### src/design/pis_pkg.sv
// Package for the point-in-sector test core: shared constants, types and
// the CORDIC arctangent table. No dependencies.
`default_nettype none
package pis_pkg;

  localparam int COORD_BITS_DEF = 24;
  localparam int ANGLE_BITS_DEF = 16;
  localparam int CFG_DATA_W     = 32;
  localparam int Q15_W          = 16;
  localparam int CW_SQ_W        = 31;
  localparam int HW_RESET       = 8192;

  localparam int CORDIC_STEPS   = 18;
  localparam int CORDIC_CNT_W   = 5;
  localparam logic [31:0] CORDIC_ONE_K = 32'd652032874;

  typedef enum logic [1:0] {
    CFG_CENTER_X   = 2'd0,
    CFG_CENTER_Z   = 2'd1,
    CFG_HEADING    = 2'd2,
    CFG_HALF_WIDTH = 2'd3
  } cfg_idx_t;

  typedef struct packed {
    logic signed [Q15_W-1:0] sin_h;
    logic signed [Q15_W-1:0] cos_h;
    logic [CW_SQ_W-1:0]      cw_sq;
    logic                    cw_neg;
    logic                    invert;
  } sect_k_t;

  function automatic logic [31:0] atan_turn32(input logic [CORDIC_CNT_W-1:0] idx);
    logic [31:0] v;
    case (idx)
      5'd0:    v = 32'd536870912;
      5'd1:    v = 32'd316933406;
      5'd2:    v = 32'd167458907;
      5'd3:    v = 32'd85004756;
      5'd4:    v = 32'd42667332;
      5'd5:    v = 32'd21354465;
      5'd6:    v = 32'd10679838;
      5'd7:    v = 32'd5340245;
      5'd8:    v = 32'd2670163;
      5'd9:    v = 32'd1335087;
      5'd10:   v = 32'd667544;
      5'd11:   v = 32'd333772;
      5'd12:   v = 32'd166886;
      5'd13:   v = 32'd83443;
      5'd14:   v = 32'd41722;
      5'd15:   v = 32'd20861;
      5'd16:   v = 32'd10430;
      5'd17:   v = 32'd5215;
      default: v = 32'd0;
    endcase
    return v;
  endfunction

endpackage
`default_nettype wire

### src/design/pis_cordic.sv
// Iterative CORDIC giving Q1.15 sin and cos of an angle in turn units.
// Depends on pis_pkg.
`default_nettype none
module pis_cordic #(
  parameter int ANGLE_BITS = pis_pkg::ANGLE_BITS_DEF
) (
  input  wire logic                           clk,
  input  wire logic                           rst_n,
  input  wire logic                           start,
  input  wire logic [ANGLE_BITS-1:0]          angle,
  output logic                                busy,
  output logic signed [pis_pkg::Q15_W-1:0]    sin_q,
  output logic signed [pis_pkg::Q15_W-1:0]    cos_q
);
  import pis_pkg::*;

  localparam int XW = 34;
  localparam int ZW = 33;

  logic                       run_r;
  logic [CORDIC_CNT_W-1:0]    cnt_r;
  logic [1:0]                 q_r;
  logic signed [XW-1:0]       x_r, y_r;
  logic signed [ZW-1:0]       z_r;
  logic signed [Q15_W-1:0]    sin_r, cos_r;
  logic [31:0]                a32;
  logic signed [XW-1:0]       xs, ys, cv, sv;
  logic signed [ZW-1:0]       at;

  function automatic logic signed [Q15_W-1:0] to_q15(input logic signed [XW-1:0] v);
    logic signed [XW-1:0] r;
    logic signed [Q15_W-1:0] o;
    r = (v + XW'(16384)) >>> 15;
    if (r > XW'(32767))
      o = 16'sh7fff;
    else if (r < -XW'(32768))
      o = 16'sh8000;
    else
      o = r[Q15_W-1:0];
    return o;
  endfunction

  assign a32 = 32'(angle) << (32 - ANGLE_BITS);
  assign xs  = x_r >>> cnt_r;
  assign ys  = y_r >>> cnt_r;
  assign at  = $signed({1'b0, atan_turn32(cnt_r)});

  always_comb begin
    case (q_r)
      2'd0: begin cv = x_r;  sv = y_r;  end
      2'd1: begin cv = -y_r; sv = x_r;  end
      2'd2: begin cv = -x_r; sv = -y_r; end
      default: begin cv = y_r; sv = -x_r; end
    endcase
  end

  always_ff @(posedge clk) begin
    if (!rst_n) begin
      run_r <= 1'b0;
      cnt_r <= '0;
    end else if (start) begin
      run_r <= 1'b1;
      cnt_r <= '0;
      q_r   <= a32[31:30];
      x_r   <= XW'(CORDIC_ONE_K);
      y_r   <= '0;
      z_r   <= $signed({3'b000, a32[29:0]});
    end else if (run_r) begin
      if (cnt_r == CORDIC_CNT_W'(CORDIC_STEPS)) begin
        run_r <= 1'b0;
        cos_r <= to_q15(cv);
        sin_r <= to_q15(sv);
      end else begin
        cnt_r <= cnt_r + 1'b1;
        if (!z_r[ZW-1]) begin
          x_r <= x_r - ys;
          y_r <= y_r + xs;
          z_r <= z_r - at;
        end else begin
          x_r <= x_r + ys;
          y_r <= y_r - xs;
          z_r <= z_r + at;
        end
      end
    end
  end

  assign busy  = run_r;
  assign sin_q = sin_r;
  assign cos_q = cos_r;

endmodule
`default_nettype wire

### config.mk
export PLATFORM = sky130hd
export DESIGN_NAME = pis_cordic
export DESIGN_NICKNAME = d
export VERILOG_FILES = /design/src/design/pis_pkg.sv /design/src/design/pis_cordic.sv
export SDC_FILE = /design/constraint.sdc
export NUM_CORES = 1
export LEC_CHECK = 0
export ABC_AREA = 1
export CORE_ASPECT_RATIO = 1.25
export CORE_UTILIZATION = 35
export DETAILED_ROUTE_END_ITERATION = 12
export DONT_BUFFER_PORTS = 1
export PLACE_DENSITY = 0.5
export SLEW_MARGIN = 20
export SYNTH_ARGS = -nofsm -noshare
export SYNTH_HDL_FRONTEND = slang
export SYNTH_SLANG_ARGS = --single-unit
export TNS_END_PERCENT = 100
### constraint.sdc
create_clock -name clk -period 17.85 [get_ports clk]
set_input_delay 3.57 -clock clk [delete_from_list [all_inputs] [get_ports clk]]
set_output_delay 3.57 -clock clk [all_outputs]
set_load 0.005 [all_outputs]
# == Word level (Yosys, flattened, before mapping) ==
# Memory sizes are Yosys's and may differ from the RTL's. A register that Yosys moved wholly into a read port is not among the register bits.
# Cells that the tools add are included.
# totals
ff_bits,141
mem_count,1
output_inout_bits,33
romBits,960
word_cells,60
in_bits,19
# op_classes
muxes,19
eq_ne,4
shift,2
n_reduce_logical,7
add_sub_neg,11
bitwise_logic,3
magnitude_cmp,4
# memory_table
memory,depth,width,rd,rd_ports_with_merged_regs,write_ports,line,text
(no name shown),32,30,1,1,0,pis_pkg.sv:34,case (idx)
# op_table
cell,n
$mux 34,6
$pmux 34 s3,2
$mux 33,3
$add 34x16->34 const B,2
$add 34x34->34,2
$neg 34->34,2
$sshr 34x5->34,2
$sub 34x34->34,2
$gt 19x16->1 const B,2
$lt 19x16->1 const B,2
$add 33x33->33,1
$sub 33x33->33,1
$mux 16,2
$mux 30,1
$mux 5,2
$add 5x1->5 const B,1
$eq 5x5->1 const B,1
$reduce_and 2->1,2
$reduce_and 4->1,1
$mux 1,3
$not 1->1,3
$reduce_and 3->1,1
$eq 2x1->1 const B,1
$eq 2x2->1 const B,1
other kinds (4),4

# == Longest topological paths before layout ==
# Gate-level depths: netlist of run 1.
# depth
ltp_word,5
ltp_mapped,36
ltp_nobuf,34

# == Worst setup path after synthesis of run 1 ==
# Ideal clock, no wire load.
# synth_timing
path_kind,input to register
from,in rst_n
to,reg x_r[0] (enable)
n_path_buf,0
arrival_time_ns,10.689
t_required_ns,17.150
setup_slack_ns,6.461
setup_ns,0.700
cell_stages,2
path_cell_list,inv_1 -> o21ai_0
# synth_via
elab_chain_len,1
# synth_rtl
item,line,text
start: declaration,pis_cordic.sv:8,"input wire logic rst_n,"
$reduce_and 3->1 (no source line),-,
end signal: assignment,pis_cordic.sv:65,x_r <= XW'(CORDIC_ONE_K);
end signal: assignment,pis_cordic.sv:76,x_r <= x_r - ys;
end signal: assignment,pis_cordic.sv:80,x_r <= x_r + ys;
end: declaration,pis_cordic.sv:23,"logic signed [XW-1:0] x_r, y_r;"
# No other way between the ends.
# A chain may end at the register's enable or synchronous reset.

# == Final worst setup path of run 1 ==
# layout_timing
from,reg cnt_r[0]
to,"reg y_r[23], data pin"
# layout_via
elab_chain_len,5
elab_cells_between_ends,6
cone_classes,add/sub: 2; shift: 1; mux: 3
# layout_rtl
item,line,text
start: declaration,pis_cordic.sv:21,logic [CORDIC_CNT_W-1:0] cnt_r;
start signal: assignment,pis_cordic.sv:74,cnt_r <= cnt_r + 1'b1;
$sshr 34x5->34 (*),pis_cordic.sv:44,assign xs = x_r >>> cnt_r;
$add 34x34->34 or $sub 34x34->34 (tied branches),"pis_cordic.sv:77, pis_cordic.sv:81",
$mux 34 (*),pis_cordic.sv:75,if (!z_r[ZW-1]) begin
$mux 34 (*),pis_cordic.sv:69,if (cnt_r == CORDIC_CNT_W'(CORDIC_STEPS)) begin
$mux 34 (*),pis_cordic.sv:68,end else if (run_r) begin
end signal: assignment,pis_cordic.sv:77,y_r <= y_r + xs;
end signal: assignment,pis_cordic.sv:81,y_r <= y_r - xs;
end: declaration,pis_cordic.sv:23,
# Every way passes the cells marked *; elsewhere a longest branch is shown, timed or not. The select of a mux whose other input is x is not followed.

==> run_results.csv, run 1 <==
group,metric,value,unit
yosys,synth_top_cell_area_share,0.187,
yosys,yosys_register_bits,171,
timing,tns,0,ps
detailed_routing,drt_iter0_markers,1647,
yosys,synthCells,3533,
setup_path,crit_arrival,6300,ps
setup_path,start_kind,"flop",
floorplanning,rows,101,
timing,slew_headroom,0.278,
place,gp_congestion,0.981,
setup_path,cp_num_buf_inv,5,
timing,slew_viol_final,0,
detailed_routing,dr.pass1.iters,8,
yosys,yosysMostFrequentCell,"nand2_1",
yosys,ys_top_cells_by_count,"nand2_1 (1028), nor2_1 (358), inv_1 (339)",
finish,fin_cells,4291,
setup_path,cpMostUsedCell,"nand2_1",
yosys,syn_area,21700,µm²
finish,antenna_cells,0,
clocking,cts-root-buf,"clkbuf_16",
grt,grt_usage,0.258,
setup_path,cp_top_family,"compound AO/OA/AOI/OAI gates",
flow_run,drv_cap,0,
place,place_hpwl,62900,µm
place,dpl-instance-area,22200,µm²
clocking,post_cts_buffers,0,
run_status,status,"completed",
finish,final_util,0.375,
setup_path,path_max_fanout,124,
power,ir_worst_vdd,0.0802,mV
hold_path,hold_class,"reg2reg",
floorplanning,ios,52,
setup_path,r2r_cells,28,
place,place_inst,4259,
setup_path,cpPeakStageDelay,770,ps
setup_path,crit_type,"reg2reg",
clocking,cts_tree,"built",
floorplanning,core,60900,µm²
timing,hold_ws,662,ps
power,power.leakage,10.3,nW
grt,grt_max_degree,125,
yosys,yosysUniqueCellTypes,67,
detailed_routing,postRouteAntennaNets,0,
yosys,yosysWarnings,0,
grt,grt_pass1_vias,21800,
timing,grt_setup_unrepaired,"false",
detailed_routing,route.detailed.drc,0,
floorplanning,initial_core_util,0.356,
timing,worstMarginPinSlew,1080,ps
finish,area_growth,5.36,%
clocking,postCtsHoldBufs,0,
clocking,numCtsBuffers,17,
timing,fin_crit,6020,ps
clocking,clkSinkCount,171,
yosys,syn_nets,3668,
yosys,avgSynthCellArea,6.13,µm²
grt,grt_pass1_wl,125000,µm
detailed_routing,route.vias.total,22700,
power,power.density,155,nW/µm²
finish,layout.nets,3589,
hold_path,hp-start,"z_r[0]",
floorplanning,die_h,280,µm
setup_path,reg2reg_setup_slack,11830,ps
yosys,synth_edf_count,135,
timing,hold_viol,0,
setup_path,critPathCaptureType,"flop",
grt,grt_overflow_total,0,
place,port-buffer-count,0,
floorplanning,die_w,225,µm
detailed_routing,viasPerCell,5.28,
clocking,cts_resized,0,
yosys,async_flop_share,0,
hold_path,whs_path_depth,3,
finish,fin_area,22800,µm²
clocking,cts_buffer_depth,2,
setup_path,required,18130,ps
finish,post_route_cells_drive_above_1_share,0.0684,
yosys,yosysTopAreaCell,"edfxtp_1",
detailed_routing,avgRoutedWirePerCell,18.7,µm
clocking,clkTransAtPathRegs,90,ps
setup_path,cp_slowest_cell,"buf_4",
clocking,htree_levels,4,
detailed_routing,finalWirelength,80200,µm
yosys,synth_ff_type,"edfxtp_1",
hold_path,holdPathEnd,"z_r[0]",
timing,finalSetupViolCount,0,
yosys,ys_seq_area_frac,0.220,
clocking,clk_latency,520,ps
grt,antenna_found_initial,0,
setup_path,regToRegEndpoint,"y_r[23]",
timing,max_freq,166,MHz
floorplanning,die_area,62900,µm²
yosys,synth_area_leaders,"edfxtp_1 (19%), nand2_1 (18%), nand3_1 (7.3%)",
timing,fin_skew,25.3,ps
timing,fin_crit_sh,0.337,
setup_path,timing.rr.start,"cnt_r[0]",
## cells by family (layout without fill, tap and decap cells)
kind of cell | Yosys count | count (layout) | share of synthesized area
and+or+nand+nor | 1953 | 1953 | 0.392
muxes | 4 | 4 | 0.00185
AOI/OAI and AO/OA | 685 | 685 | 0.175
xor gates and xnor gates | 122 | 122 | 0.0497
buffers and inverters | 482 | 416 | 0.0929
adders and majority gates | 116 | 116 | 0.0680
DFF | 171 | 171 | 0.220
## routing by layer
metal | global-route usage | up-vias | routed length [µm]
li1 | - | 11600 | -
met1 | 0.314 | 10300 | 34100
met2 | 0.453 | 675 | 39000
met3 | 0.0355 | 166 | 3790
met4 | 0.107 | 0 | 3330
met5 | 0 | - | 0
## stage by stage
stage               total power, mW  worst slack, ps
floorplan                      2.42             6460
global placement               3.12            11940
detailed placement             3.11            11920
CTS                            3.52            11890
global route                   3.87            11200
finish                         3.53            11830
## registers in the layout, indices dropped and copies added, names as in the netlist
signal / flops
y_r: 34
cos_q: 16
sin_q: 16
z_r: 33
at: 30
cnt_r: 5
q_r: 2
busy: 1
x_r: 34
## placed cells by master (no fill, tap or decap), drive strengths merged, types with 7 or more instances in the layout
cell and count:
a21boi 12, a21o 12, a21oi 213, a31oi 28
and2 10, buf 19, clkbuf 17, clkinv 10
dfxtp 36, edfxtp 135, ha 113, inv 370
nand2 1094, nand3 319, nand3b 12, nand4 36
nor2 409, nor3 36, nor4 7, o211ai 20
o21a 23, o21ai 342, o21bai 9, or2 27
xnor2 44, xor2 78
## cell type report
cell class	instances	area, µm²
inverters	365	1370
clock inverters	15	174
clock buffers	17	425
well taps	824	1030
repair buffers	19	143
fillers	6887	38100
flip-flops and latches	171	4780
multi-input cells	2880	14900
## worst register-to-register path: cells and delay by family (launching register included)
kind	cells	cell delay (ps)
AOI/OAI and AO/OA	8	1970
and+or+nand+nor	11	1420
buffers and inverters	5	1360
adders and majority gates	2	430
DFF	1	340
xor gates and xnor gates	1	160
muxes	1	130
## where the power goes
group          internal (mW)  switching [mW]  total, mW
Clock                  0.189           0.211      0.400
Combinational          0.780            1.60       2.38
Sequential             0.568           0.176      0.744
Total                   1.54            1.99       3.53
## worst max-delay path by stage
stage / start / endpoint / slack [ps] / depth (start not counted)
3_5_place_dp: cnt_r[0] / y_r[23] / 11920 / 28
4_1_cts: cnt_r[0] / y_r[23] / 11890 / 28
5_1_grt: cnt_r[0] / y_r[23] / 11200 / 28
6_report: cnt_r[0] / y_r[23] / 11830 / 28
3_3_place_gp: cnt_r[2] / y_r[28] / 11940 / 25
2_1_floorplan: rst_n / x_r[0] / 6460 / 2
Note: power is estimated with default switching activity, not from simulation.
==> run 2: changes to the inputs <==
- clock period: 17.85 -> 5.8 ns (I/O delays scaled with it)
==> run_results.csv, run 2 (synthesis results as in run 1) <==
group,metric,value,unit
run_status,status,"completed",
detailed_routing,route.vias.total,22900,
clocking,clk_latency,520,ps
grt,grt_pass1_vias,22000,
grt,top_usage_layer,"met2",
grt,grt_pass1_wl,128000,µm
grt,antenna_found_initial,0,
clocking,clkSinkCount,171,
clocking,cts_tree,"built",
timing,hold_viol,0,
grt,grt_max_degree,102,
floorplanning,ios,52,
finish,area_growth,7.43,%
timing,slew_viol_final,0,
detailed_routing,dr.pass1.iters,7,
grt,met3_usage,0.0355,
floorplanning,die_h,280,µm
detailed_routing,postRouteAntennaNets,0,
setup_path,crit_arrival,5510,ps
setup_path,critPathCaptureType,"flop",
grt,use_met1,0.310,
clocking,cts_buffer_depth,2,
hold_path,hold_class,"reg2reg",
detailed_routing,drt_iter0_markers,1693,
clocking,clkTransAtPathRegs,80,ps
grt,grt_usage,0.265,
detailed_routing,route.detailed.drc,0,
power,power.density,477,nW/µm²
timing,tns,0,ps
timing,slew_headroom,0.356,
floorplanning,die_w,225,µm
timing,finalSetupViolCount,0,
timing,max_freq,191,MHz
clocking,cts-root-buf,"clkbuf_16",
floorplanning,core,60900,µm²
timing,worstMarginPinSlew,963,ps
timing,fin_crit_sh,0.904,
clocking,postCtsHoldBufs,0,
finish,post_route_cells_drive_above_1_share,0.0830,
finish,layout.nets,3642,
timing,fin_crit,5240,ps
flow_run,drv_cap,0,
setup_path,start_kind,"flop",
place,place_hpwl,66400,µm
power,power.leakage,10.5,nW
setup_path,cp_slowest_cell,"dfxtp_2",
floorplanning,die_area,62900,µm²
finish,final_util,0.382,
clocking,numCtsBuffers,17,
detailed_routing,avgRoutedWirePerCell,19.1,µm
grt,grt_overflow_total,0,
finish,antenna_cells,0,
place,place_inst,4310,
floorplanning,initial_core_util,0.356,
setup_path,path_max_fanout,48,
timing,fin_skew,20.3,ps
grt,met2_usage,0.473,
floorplanning,rows,101,
finish,final_common_cell,"nand2_1",
setup_path,cpMostUsedCell,"nand2_1",
detailed_routing,viasPerCell,5.28,
detailed_routing,finalWirelength,82800,µm
setup_path,required,6060,ps
setup_path,cpPeakStageDelay,360,ps
place,port-buffer-count,0,
finish,layout.cells.most_common_list,"nand2_1 (1028), nor2_1 (356), inv_1 (339)",
finish,fin_cells,4344,
setup_path,crit_type,"reg2reg",
place,gp_congestion,0.982,
finish,largest_registers,"x_r: 34 flops, y_r: 34 flops, z_r: 33 flops",
clocking,htree_levels,4,
power,ir_worst_vdd,0.253,mV
timing,grt_setup_unrepaired,"false",
## run 2: repair_timing
action / 4_1_cts / 5_1_grt
resized for setup: 0 / 4
endpoints found under the setup margin: 0 / 17
hold endpoints to repair: 0 / 0
setup buffers: 0 / 2
## run 2: worst max-delay path, delay by kind of cell (launching register included)
family | cells | cell delay, ps
xor gates and xnor gates | 1 | 150
buffers and inverters | 4 | 780
AOI/OAI and AO/OA | 3 | 470
DFF | 1 | 360
and+or+nand+nor | 17 | 2510
adders and majority gates | 2 | 520
muxes | 1 | 150
## run 2: power by group
part | switching, mW | internal (mW) | leakage [nW]
combinational | 5.14 | 2.55 | 8.67
sequential | 0.442 | 1.75 | 1.58
clock | 0.634 | 0.582 | 0.294
total | 6.22 | 4.88 | 10.5
## run 2: stage by stage
stage	worst slack [ps]	power (mW)	hold WS (ps)	area (µm²)
floorplan	1480	7.45	595	21700
global placement	288	9.84	640	22600
detailed placement	270	9.81	654	22600
CTS	233	11.1	672	23200
global route	31.3	12.2	694	23300
finish	558	11.1	669	23300
## run 2: layout make-up
class | instances | area, µm²
well taps | 824 | 1030
repair buffers | 72 | 589
clock buffers | 17 | 425
multi-input cells | 2880 | 14900
fillers | 6967 | 37600
clock inverters | 15 | 169
flip-flops and latches | 171 | 4780
inverters | 365 | 1370
## run 2: final timing paths
path / to / slack, ps / from / cells past startpoint
worst max-delay path: y_r[33] / 560 / cnt_r[1] / 28
worst min-delay path: z_r[0] / 670 / z_r[0] / 3
worst max register to register: y_r[33] / 560 / cnt_r[1] / 28
worst min register to register: z_r[0] / 670 / z_r[0] / 3
## run 2: per-layer routing
layer,vias up,part of all wire
li1,11700,-
met1,10500,0.41
met2,632,0.50
met3,162,0.045
met4,0,0.046
met5,-,0
